File: src/rtl/rvm_pkg.sv
// shared operation codes and pipeline payload type for the rv32m multiply/divide unit
`default_nettype none
package rvm_pkg;

	localparam logic [2:0] OP_MUL    = 3'b000;
	localparam logic [2:0] OP_MULH   = 3'b001;
	localparam logic [2:0] OP_MULHSU = 3'b010;
	localparam logic [2:0] OP_MULHU  = 3'b011;
	localparam logic [2:0] OP_DIV    = 3'b100;
	localparam logic [2:0] OP_DIVU   = 3'b101;
	localparam logic [2:0] OP_REM    = 3'b110;
	localparam logic [2:0] OP_REMU   = 3'b111;

	localparam int unsigned XLEN = 32;

	// payload that moves down the pipeline
	// multiplies: hi/lo hold operands, then the 64-bit product magnitude
	// divides: hi is the partial remainder, lo the dividend/quotient, dvs the divisor
	typedef struct packed {
		logic [2:0]      op;
		logic            neg;
		logic [XLEN-1:0] hi;
		logic [XLEN-1:0] lo;
		logic [XLEN-1:0] dvs;
	} pl_t;

endpackage
`default_nettype wire

File: src/rtl/rvm_fixup.sv
// result selection and sign correction
`default_nettype none
module rvm_fixup (
	input  wire rvm_pkg::pl_t fin,
	output logic [31:0]       res
);
	import rvm_pkg::*;

	logic [63:0] prod;
	logic [63:0] prod_fix;
	logic [31:0] quo_fix;
	logic [31:0] rem_fix;

	always_comb begin
		prod     = {fin.hi, fin.lo};
		prod_fix = fin.neg ? (64'd0 - prod) : prod;
		quo_fix  = fin.neg ? (32'd0 - fin.lo) : fin.lo;
		rem_fix  = fin.neg ? (32'd0 - fin.hi) : fin.hi;
		case (fin.op)
			OP_MUL:                       res = prod_fix[31:0];
			OP_MULH, OP_MULHSU, OP_MULHU: res = prod_fix[63:32];
			OP_DIV, OP_DIVU:              res = quo_fix;
			default:                      res = rem_fix;
		endcase
	end

endmodule
`default_nettype wire

File: config.mk
export PLATFORM = sky130hd
export DESIGN_NAME = rvm_fixup
export DESIGN_NICKNAME = d
export VERILOG_FILES = /design/src/rtl/rvm_pkg.sv /design/src/rtl/rvm_fixup.sv
export SDC_FILE = /design/constraint.sdc
export NUM_CORES = 1
export LEC_CHECK = 0
export BUFFER_PORTS_ARGS = -buffer_cell sky130_fd_sc_hd__buf_2
export CAP_MARGIN = 20
export CORE_MARGIN = 2
export CORE_UTILIZATION = 46
export DETAILED_ROUTE_END_ITERATION = 8
export GPL_TIMING_DRIVEN = 0
export PLACE_DENSITY_LB_ADDON = 0.1
export SLEW_MARGIN = 20
export SYNTH_ARGS = -nofsm -noshare
export SYNTH_HDL_FRONTEND = slang
export SYNTH_SLANG_ARGS = --single-unit
File: constraint.sdc
create_clock -name vclk -period 4.2
set_clock_uncertainty 0.05 [all_clocks]
set_input_delay 0.84 -clock vclk [all_inputs]
set_output_delay 0.84 -clock vclk [all_outputs]
set_load 0.01 [all_outputs]
# Yosys cells after proc, flatten, opt, wreduce, memory -nomap -nowiden
# Index checks and enable logic that the tools add are counted.
# totals
output_inout_bits	32
in_bits	100
register_bits	0
elab_cells	15
# classes
mux	4
reduce_logical	3
addsub	3
n_eq_ne	5
# op_table
op	count
$pmux 32 s3	1
$mux 32	2
$mux 64	1
$sub 1x32->32 const A	2
$sub 1x64->64 const A	1
$eq 3x2->1 const B	2
$eq 3x3->1 const B	2
$eq 3x1->1 const B	1
$logic_not 3->1	1
$reduce_or 3->1	1
$reduce_or 2->1	1

# Longest topological paths before layout
# Gate-level depths: netlist (run 1).
# logic_depth
word_depth	3
ltp_mapped	10
ltp_nobuf	8

# Worst setup path after synthesis (run 1)
# No wires, ideal clock.
# synth_path
kind	input -> output
from	input port fin[44] (netlist name)
to	output port res[28]
arrival_ps	3047
stages	6
path_buffers	0
required_time_ps	3310
slack_ps	263
cell_sequence	or4_1 -> or4_1 -> or4_1 -> o31ai_2 -> xor2_1 -> a211oi_1
# synth_between
elab_chain_cells	3
elab_cells_between_ends	5
classes_between	2 x add/sub; 3 x mux
# synth_rtl
element	line	text
start: declaration	rvm_fixup.sv:4	input wire rvm_pkg::pl_t fin,
$sub 1x64->64 or $sub 1x32->32 (tied branches)	rvm_fixup.sv:16, rvm_fixup.sv:17	
$mux 64 or $mux 32 (tied branches)	rvm_fixup.sv:16, rvm_fixup.sv:17	
$pmux 32 s3 (*)	rvm_fixup.sv:19	case (fin.op)
end: declaration	rvm_fixup.sv:5	output logic [31:0] res
# Mark *: on every way between the ends. The rest lies on a longest branch, timed or not.

# Worst setup path in the final report (run 1)
# layout_path
from	input port fin[87] (netlist name)
to	output port res[31]
# layout_between
elab_chain_cells	3
elab_cells_between_ends	5
classes_between	2 x add/sub; 3 x mux
# layout_rtl
element	line
$sub 1x64->64 or $sub 1x32->32 (tied branches)	rvm_fixup.sv:16, rvm_fixup.sv:18
$mux 64 or $mux 32 (tied branches)	rvm_fixup.sv:16, rvm_fixup.sv:18
$pmux 32 s3 (*)	rvm_fixup.sv:19
# Marked as above.

==> results of run 1 <==
[report_power, final]
part	internal, W	switching [W]
Sequential	0	0
Clock	0	0
Combinational	0.000149	0.000256
[layout make-up]
type	instances	area share [%]
buffer	31	3.77
tap	75	2.59
inverter	5	0.518
timing repair buffer	104	15.3
multi-input combinational	409	77.8
[worst min-delay path, cell delays in order]
cell and delay (ns):
buf_2 0.12, a31oi_1 0.07, buf_2 0.14
[cell usage in the layout (no fill, tap or decap), types with 6 or more instances in the layout]
master / synthesis / layout
clkbuf_1: 26 / 24
nand2_1: 44 / 44
nand3_1: 10 / 10
nand2b_1: 7 / 7
mux2i_1: 6 / 6
nor3_1: 24 / 19
nor4_1: 18 / 10
xnor2_1: 25 / 25
nor4_2: 1 / 6
o22ai_1: 11 / 11
or3_1: 15 / 14
o211ai_1: 7 / 7
or4_1: 14 / 8
buf_4: 0 / 8
xor2_1: 13 / 12
nor2_1: 46 / 45
nand4_1: 10 / 10
o21ai_0: 35 / 33
o31ai_1: 10 / 10
a31oi_1: 9 / 8
or4_4: 1 / 7
a21oi_1: 19 / 19
buf_2: 2 / 97
[what timing repair did]
| action | 4_1_cts | 5_1_grt |
|---|---|---|
| hold buffers | 0 | 0 |
| cloned | 0 | 0 |
| buffers inserted | 3 | 6 |
| setup endpoints to repair | 21 | 20 |
| pin swaps | 1 | 7 |
| gates resized for setup | 18 | 26 |
[synthesized netlist by cell type, drive strengths merged, types with 3 or more instances]
library cell  instances
a211oi                5
a21oi                19
a221oi                4
a22oi                 4
a31oi                 9
and2                  3
and4                  3
buf                   5
clkbuf               26
inv                   5
mux2i                 6
nand2                44
nand2b                7
nand3                10
nand3b                3
nand4                10
nand4b                3
nor2                 46
nor3                 24
nor4                 21
o2111ai               5
o211ai                7
o21ai                35
o22ai                11
o311a                 3
o31ai                11
o41ai                 5
or2                   3
or3                  15
or4                  15
xnor2                25
xor2                 13
[stage by stage]
step                setup TNS [ns]  hold WS [ns]
floorplan                        0          1.73
global placement             -8.81          1.95
detailed placement           -8.58          1.96
CTS                              0          1.96
global route               -0.0284          1.98
finish                           0          1.96
[per-layer routing]
layer / wire length (µm) / global-route usage, %
met5: 0 / 0
met1: 5620 / 57.6
met3: 1910 / 6.22
met2: 5950 / 61.6
met4: 577 / 16.9
[logic make-up (layout without fill, tap and decap cells)]
logic type | after synthesis | after routing | synth area share, %
adders and majority gates | 2 | 2 | 0.908
muxes | 8 | 8 | 3.00
xor gates and xnor gates | 38 | 38 | 12.1
buffers and inverters | 36 | 140 | 5.27
and+or+nand+nor | 214 | 214 | 42.1
AOI/OAI and AO/OA | 147 | 147 | 36.6
[how the worst max path moves through the flow]
stage | endpoint | cells past startpoint
2_1_floorplan | res[28] | 6
3_3_place_gp | res[12] | 10
3_5_place_dp | res[12] | 10
4_1_cts | res[28] | 8
5_1_grt | res[28] | 8
6_report | res[31] | 8
==> results.sh, run 1 <==
export IMPL_status="finished, final reports clean"
export IMPL_final_cell_area_um2=3620
export IMPL_start_util_pct=47.1
export IMPL_drt_wl_total_um=14100
export IMPL_dpl_hpwl_um=10700
export IMPL_critPathCaptureType="output port"
export IMPL_finalSetupViolations=0
export IMPL_crit_start="fin[87]"
export IMPL_port_buffers=95
export IMPL_final_cells=624
export IMPL_place_gp_congestion=1.01
export IMPL_hold_end="res[24]"
export IMPL_synthesis_instances=445
export IMPL_pre_cts_ws_ns=-0.643
export IMPL_synthToLayoutAreaGrowth_pct=31.4
export IMPL_max_cap_violations=0
export IMPL_top_level_ports=132
export IMPL_multi_input_area_um2=2820
export IMPL_cp_start_kind="input pin"
export IMPL_ys_seq_area_share_pct=0
export IMPL_utilization_pct=61.9
export IMPL_core_um2=5850
export IMPL_seq_cells=0
export IMPL_antenna_found_initial=0
export IMPL_netlist_top_cells_area="xnor2_1, o21ai_0, nor2_1"
export IMPL_rsz0062_at_grt="true"
export IMPL_timing_critical_path_buf_inv=2
export IMPL_nClkBuffers=0
export IMPL_chipHeight_um=81.4
export IMPL_slowest_delay_ns=0.55
export IMPL_place_inst=615
export IMPL_rows=28
export IMPL_ant_nets=0
export IMPL_synth_top_area_share_pct=7.95
export IMPL_nets=653
export IMPL_p_total_w=0.000406
export IMPL_yosysUniqueCellTypes=67
export IMPL_maxSlewViolCount=0
export IMPL_max_freq_mhz=241
export IMPL_grt_pass1_vias=3820
export IMPL_crit_arrival_ns=3.26
export IMPL_syn_nets=547
export IMPL_critical_path_class="input pin to output port"
export IMPL_tightestPinTransition_ns=0.728
export IMPL_hold_class="input pin to output port"
export IMPL_syn_area_per_cell_um2=6.19
export IMPL_leakage_nw=1.26
export IMPL_crit_fanout=9
export IMPL_wl_per_cell_um=22.5
export IMPL_hold_viol=0
export IMPL_drtPass1Iterations=5
export IMPL_place_area_um2=3320
export IMPL_final_period_utilization_pct=98.8
export IMPL_crit_chain="clkbuf_1, or4_1, or4_4, nor4_4, a211oi_1, a41o_1, a211o_1, buf_2"
export IMPL_vias=4457
export IMPL_fillers=596
export IMPL_grt_use_total_pct=41.0
export IMPL_grt_pass1_wl_um=20600
export IMPL_worstPathRequired_ns=3.31
export IMPL_grt_max_degree=11
export IMPL_min_period_ns=4.15
export IMPL_slew_limit_headroom_pct=51.5
export IMPL_die_w_um=81.4
export IMPL_cpLargestDelayFamily="simple AND/OR/NAND/NOR gates"
export IMPL_drt_iter0_drc=625
export IMPL_overflow=0
export IMPL_peakVddDrop_mv=0.0765
export IMPL_synth_warnings=0
export IMPL_yosys_area_top_type="xnor2_1"
export IMPL_drive_above_1_share_pct=27.3
export IMPL_syn_area_um2=2760
export IMPL_cp_slowest_cell="or4_1"
export IMPL_power_density_nw_per_um2=112
export IMPL_seq_area_um2=0
export IMPL_setup_ws_ns=0.0511
export IMPL_min_from="fin[88]"
export IMPL_antenna_cells=0
export IMPL_dieArea_um2=6620
export IMPL_drcViolationCount=0
export IMPL_hold_depth=3
export IMPL_vias_per_cell=7.14
Power figures use the tool's default switching activity.
==> run 2: changes to the inputs <==
--- a/config.mk
+++ b/config.mk
@@ -7,6 +7,7 @@
 export LEC_CHECK = 0
 export BUFFER_PORTS_ARGS = -buffer_cell sky130_fd_sc_hd__buf_2
 export CAP_MARGIN = 20
+export CORE_ASPECT_RATIO = 0.5
 export CORE_MARGIN = 2
 export CORE_UTILIZATION = 46
 export DETAILED_ROUTE_END_ITERATION = 8
==> run 2 against run 1 <==
Net effect: the run now ends with setup timing left; routed wire length rose by 8.3%; die area rose by 0.57%; clock-buffer cell count did not move; worst setup slack got worse by 0.10 ns; via count rose by 4.7%; hold slack improved by 0.035 ns; fmax fell by 2.4%; final cell count rose by 0.16%; non-clock buffer count rose by 3; critical path depth did not move; flip-flop and latch count did not move; highest routed layer unchanged.
==> results.sh, run 2 (synthesis gave the netlist of run 1 again) <==
export IMPL_nClkBuffers=0
export IMPL_dpl_hpwl_um=11400
export IMPL_grt_busiest_layer="met2"
export IMPL_leakage_nw=1.27
export IMPL_cp_start_kind="input pin"
export IMPL_overflow=0
export IMPL_rows=19
export IMPL_drive_above_1_share_pct=27.7
export IMPL_grt_pass1_vias=3971
export IMPL_grt_use_total_pct=42.7
export IMPL_synthToLayoutAreaGrowth_pct=30.3
export IMPL_top_level_ports=132
export IMPL_combPwrFrac_pct=100.0
export IMPL_crit_arrival_ns=3.36
export IMPL_hold_depth=3
export IMPL_wl_per_cell_um=24.4
export IMPL_setup_ws_ns=-0.0492
export IMPL_ant_nets=0
export IMPL_antenna_found_initial=0
export IMPL_max_cap_violations=0
export IMPL_utilization_pct=63.7
export IMPL_final_common_cell="buf_2"
export IMPL_hold_viol=0
export IMPL_rsz0062_at_grt="true"
export IMPL_status="finished, violations left"
export IMPL_pre_cts_ws_ns=-0.777
export IMPL_peakVddDrop_mv=0.0736
export IMPL_critical_path_class="input pin to output port"
export IMPL_place_gp_congestion=1.01
export IMPL_drtPass1Iterations=9
export IMPL_critPathCaptureType="output port"
export IMPL_core_um2=5630
export IMPL_p_int_w=0.000149
export IMPL_p_seq_share_pct=0
export IMPL_worstPathRequired_ns=3.31
export IMPL_met2_usage_pct=60.9
export IMPL_vias_per_cell=7.47
export IMPL_min_period_ns=4.25
export IMPL_die_w_um=113
export IMPL_violations="setup timing"
export IMPL_drt_wl_total_um=15200
export IMPL_seq_cells=0
export IMPL_nets=656
export IMPL_clkPwrFrac_pct=0
export IMPL_p_total_w=0.000412
export IMPL_use_met1_pct=59.6
export IMPL_final_period_utilization_pct=101
export IMPL_dieArea_um2=6660
export IMPL_antenna_cells=0
export IMPL_hold_end="res[24]"
export IMPL_final_cell_mix="buf_2, nor2_1, nand2_1"
export IMPL_slew_limit_headroom_pct=45.5
export IMPL_crit_fanout=10
export IMPL_p_sw_share_pct=63.7
export IMPL_power_density_nw_per_um2=115
export IMPL_maxSlewViolCount=0
export IMPL_met3_usage_pct=15.6
export IMPL_port_buffers=95
export IMPL_drt_iter0_drc=787
export IMPL_finalSetupViolations=1
export IMPL_start_util_pct=48.9
export IMPL_seq_area_um2=0
export IMPL_max_freq_mhz=235
export IMPL_hold_class="input pin to output port"
export IMPL_vias=4666
export IMPL_grt_max_degree=11
export IMPL_chipHeight_um=58.7
export IMPL_tightestPinTransition_ns=0.818
export IMPL_drcViolationCount=0
export IMPL_grt_pass1_wl_um=21900
export IMPL_min_from="fin[88]"
export IMPL_p_switching_w=0.000262
==> run 2: worst max-delay path, stage by stage <==
cell and delay, ns:
clkbuf_1 0.33, clkbuf_1 0.67, clkbuf_1 0.58, o21ai_0 0.24
xnor2_1 0.26, nand2_1 0.11, o211ai_1 0.15, buf_2 0.17
==> run 2: how the worst max path moves through the flow <==
| stage | to | from | slack, ns |
|---|---|---|---|
| final | res[10] | fin[96] | -0.05 |
| after global routing | res[12] | fin[32] | -0.08 |
| after CTS | res[28] | fin[32] | -0.01 |
| after detailed placement | res[28] | fin[32] | -0.78 |
| after global placement | res[12] | fin[32] | -0.77 |
| after floorplan | res[28] | fin[44] | 0.26 |
==> run 2: metrics by stage <==
step	instances	hold slack, ns	TNS [ns]	instance area, µm²
2_1_floorplan	445	1.73	0	2760
3_3_place_gp	613	1.96	-11.96	3320
3_5_place_dp	613	1.97	-11.61	3320
4_1_cts	618	1.97	-0.0240	3440
5_1_grt	625	1.99	-0.134	3590
6_report	625	1.99	-0.0492	3590
==> run 2: area by class of cell <==
cell class,instances,area (µm²)
multi-input cells,409,2780
fillers,549,2040
repair buffers,108,573
inverters,5,18.8
well taps,73,91.3
plain buffers,30,129
==> run 2: layer usage <==
layer,wire length (µm),up-vias
li1,-,1975
met1,6020,2182
met2,5970,437
met3,2620,72
met4,616,0
met5,0,-
==> run 2: power groups by stage <==
stage / clock (W) / combinational [W] / sequential (W)
6_report: 0 / 0.000412 / 0
5_1_grt: 0 / 0.000430 / 0
4_1_cts: 0 / 0.000382 / 0
3_5_place_dp: 0 / 0.000375 / 0
3_3_place_gp: 0 / 0.000375 / 0
2_1_floorplan: 0 / 0.000205 / 0
==> run 2: repair_timing <==
action                                  CTS  global route
buffers inserted                          5             8
endpoints found under the setup margin   30            26
hold endpoints to repair                  0             0
resized for setup                        17            21
pin swaps                                 3             5
hold buffers                              0             0
==> run 3: changes to the inputs <==
--- a/config.mk
+++ b/config.mk
@@ -5,6 +5,7 @@
 export SDC_FILE = /design/constraint.sdc
 export NUM_CORES = 1
 export LEC_CHECK = 0
+export ABC_AREA = 1
 export BUFFER_PORTS_ARGS = -buffer_cell sky130_fd_sc_hd__buf_2
 export CAP_MARGIN = 20
 export CORE_ASPECT_RATIO = 0.5
==> run 3 against run 2 <==
Net effect: the run now ends clean; largest power group unchanged; total power increased by 9.6%; core utilization is 7.4 points lower; sequential share of layout area is the same; final cell count increased by 51%; first-iteration DRC count is 19% lower; highest routed layer unchanged.
==> results.sh, run 3 <==
export IMPL_cp_start_kind="input pin"
export IMPL_p_total_w=0.000451
export IMPL_hold_class="input pin to output port"
export IMPL_maxSlewViolCount=0
export IMPL_netlist_top_cells_area="nand2_1, nand3_1, nor2_1"
export IMPL_grt_pass1_vias=4789
export IMPL_final_cell_mix="nand2_1, nand3_1, buf_2"
export IMPL_met3_usage_pct=14.5
export IMPL_synthToLayoutAreaGrowth_pct=17.4
export IMPL_drt_wl_total_um=17700
export IMPL_final_period_utilization_pct=81.7
export IMPL_final_setup_tns_ns=0
export IMPL_final_cells=941
export IMPL_timing_critical_path_buf_inv=4
export IMPL_tightestPinTransition_ns=0.758
export IMPL_drcViolationCount=0
export IMPL_cp_common_cell="buf_2"
export IMPL_hold_buffers=0
export IMPL_top_level_ports=132
export IMPL_synthTopCellsByCount="nand2_1, nand3_1, nor2_1, inv_1"
export IMPL_peakVddDrop_mv=0.0765
export IMPL_worstPathRequired_ns=3.31
export IMPL_dieArea_um2=8450
export IMPL_critical_path_class="input pin to output port"
export IMPL_vias_per_cell=5.74
export IMPL_seq_area_um2=0
export IMPL_drt_iter0_drc=636
export IMPL_nClkBuffers=0
export IMPL_rows=22
export IMPL_leakage_nw=2.14
export IMPL_min_period_ns=3.43
export IMPL_nets=949
export IMPL_status="finished, final reports clean"
export IMPL_synth_warnings=0
export IMPL_rsz0062_at_grt="false"
export IMPL_port_buffers=99
export IMPL_power_density_nw_per_um2=109
export IMPL_yosys_area_top_type="nand2_1"
export IMPL_synth_top_area_share_pct=25.9
export IMPL_crit_arrival_ns=2.54
export IMPL_ys_seq_area_share_pct=0
export IMPL_cp_slowest_cell="o21ai_0"
export IMPL_final_common_cell="nand2_1"
export IMPL_post_synth_top_count_cell="nand2_1"
export IMPL_hold_viol=0
export IMPL_slowest_delay_ns=0.49
export IMPL_grt_pass1_wl_um=26100
export IMPL_use_met1_pct=58.1
export IMPL_critPathCaptureType="output port"
export IMPL_wl_per_cell_um=18.8
export IMPL_seq_cells=0
export IMPL_cts_setup_buffers=0
export IMPL_yosysUniqueCellTypes=33
export IMPL_die_w_um=128
export IMPL_syn_nets=848
export IMPL_crit_fanout=10
export IMPL_ant_nets=0
export IMPL_place_inst=941
export IMPL_overflow=0
export IMPL_start_util_pct=47.9
export IMPL_syn_area_per_cell_um2=4.74
export IMPL_max_freq_mhz=291
export IMPL_drive_above_1_share_pct=21.7
export IMPL_syn_area_um2=3540
export IMPL_grt_max_degree=11
export IMPL_crit_chain="buf_2, buf_2, buf_2, nand2_1, o21ai_0, nand3_1, buf_2"
export IMPL_slew_limit_headroom_pct=49.5
export IMPL_chipHeight_um=66.0
export IMPL_vias=5397
export IMPL_antenna_found_initial=0
export IMPL_synthesis_instances=746
export IMPL_grt_busiest_layer="met2"
export IMPL_ctsResizeCount=0
export IMPL_core_um2=7380
export IMPL_max_cap_violations=0
export IMPL_place_gp_congestion=1.06
export IMPL_antenna_cells=0
export IMPL_dpl_hpwl_um=14500
export IMPL_finalSetupViolations=0
export IMPL_grt_use_total_pct=41.4
export IMPL_met2_usage_pct=60.2
export IMPL_cpLargestDelayFamily="buffers and inverters"
export IMPL_drtPass1Iterations=5
==> run 3: changes by cell type in the layout (fill, tap and decap cells not counted), moves of 15 or more <==
cell and change:
nor3_1 -22, nor2_2 +17, clkbuf_1 -22, nor2_1 +65
inv_1 +75, nand2_1 +200, o21ai_0 -15, nand2_2 +18
xnor2_1 -23, nand3_1 +119, buf_2 +18
==> run 3: final cells by class <==
type                            instances  area [µm²]
Buffer                                 20         106
Fill cell                             886        3230
Inverter                               83         312
Multi-Input combinational cell        643        3120
Tap cell                               96         120
Timing Repair Buffer                   99         495
==> run 3: power breakdown <==
part	switching [W]	total, W	internal [W]
sequential	0	0	0
combinational	0.000302	0.000451	0.000149
clock	0	0	0
==> run 3: stage by stage <==
stage                     util (%)  setup WS, ns  area [µm²]  hold slack (ns)
final                         56.3         0.769        4150             1.96
after global placement        56.3         0.835        4150             1.96
after CTS                     56.3         0.834        4150             1.96
after global routing          56.3         0.585        4150             2.00
after floorplan                  -          1.31        3540             1.77
after detailed placement      56.3         0.836        4150             1.96
==> run 3: per-layer routing <==
| layer | vias to the layer above | routed length, µm |
|---|---|---|
| li1 | 2601 | - |
| met1 | 2401 | 7770 |
| met2 | 360 | 6570 |
| met3 | 35 | 2930 |
| met4 | 0 | 388 |
| met5 | - | 0 |
==> run 3: cells by family after synthesis <==
| group | Yosys count | synth area share, % |
|---|---|---|
| AOI/OAI and AO/OA | 69 | 12.4 |
| and+or+nand+nor | 551 | 69.9 |
| buffers and inverters | 103 | 11.8 |
| adders and majority gates | 2 | 0.708 |
| xor gates and xnor gates | 21 | 5.20 |
==> run 3: path summary, 6_finish.rpt <==
kind | start | end | slack (ns) | cells after the start
setup / recovery | fin[96] | res[13] | 0.77 | 7
hold / removal | fin[32] | res[0] | 1.96 | 4
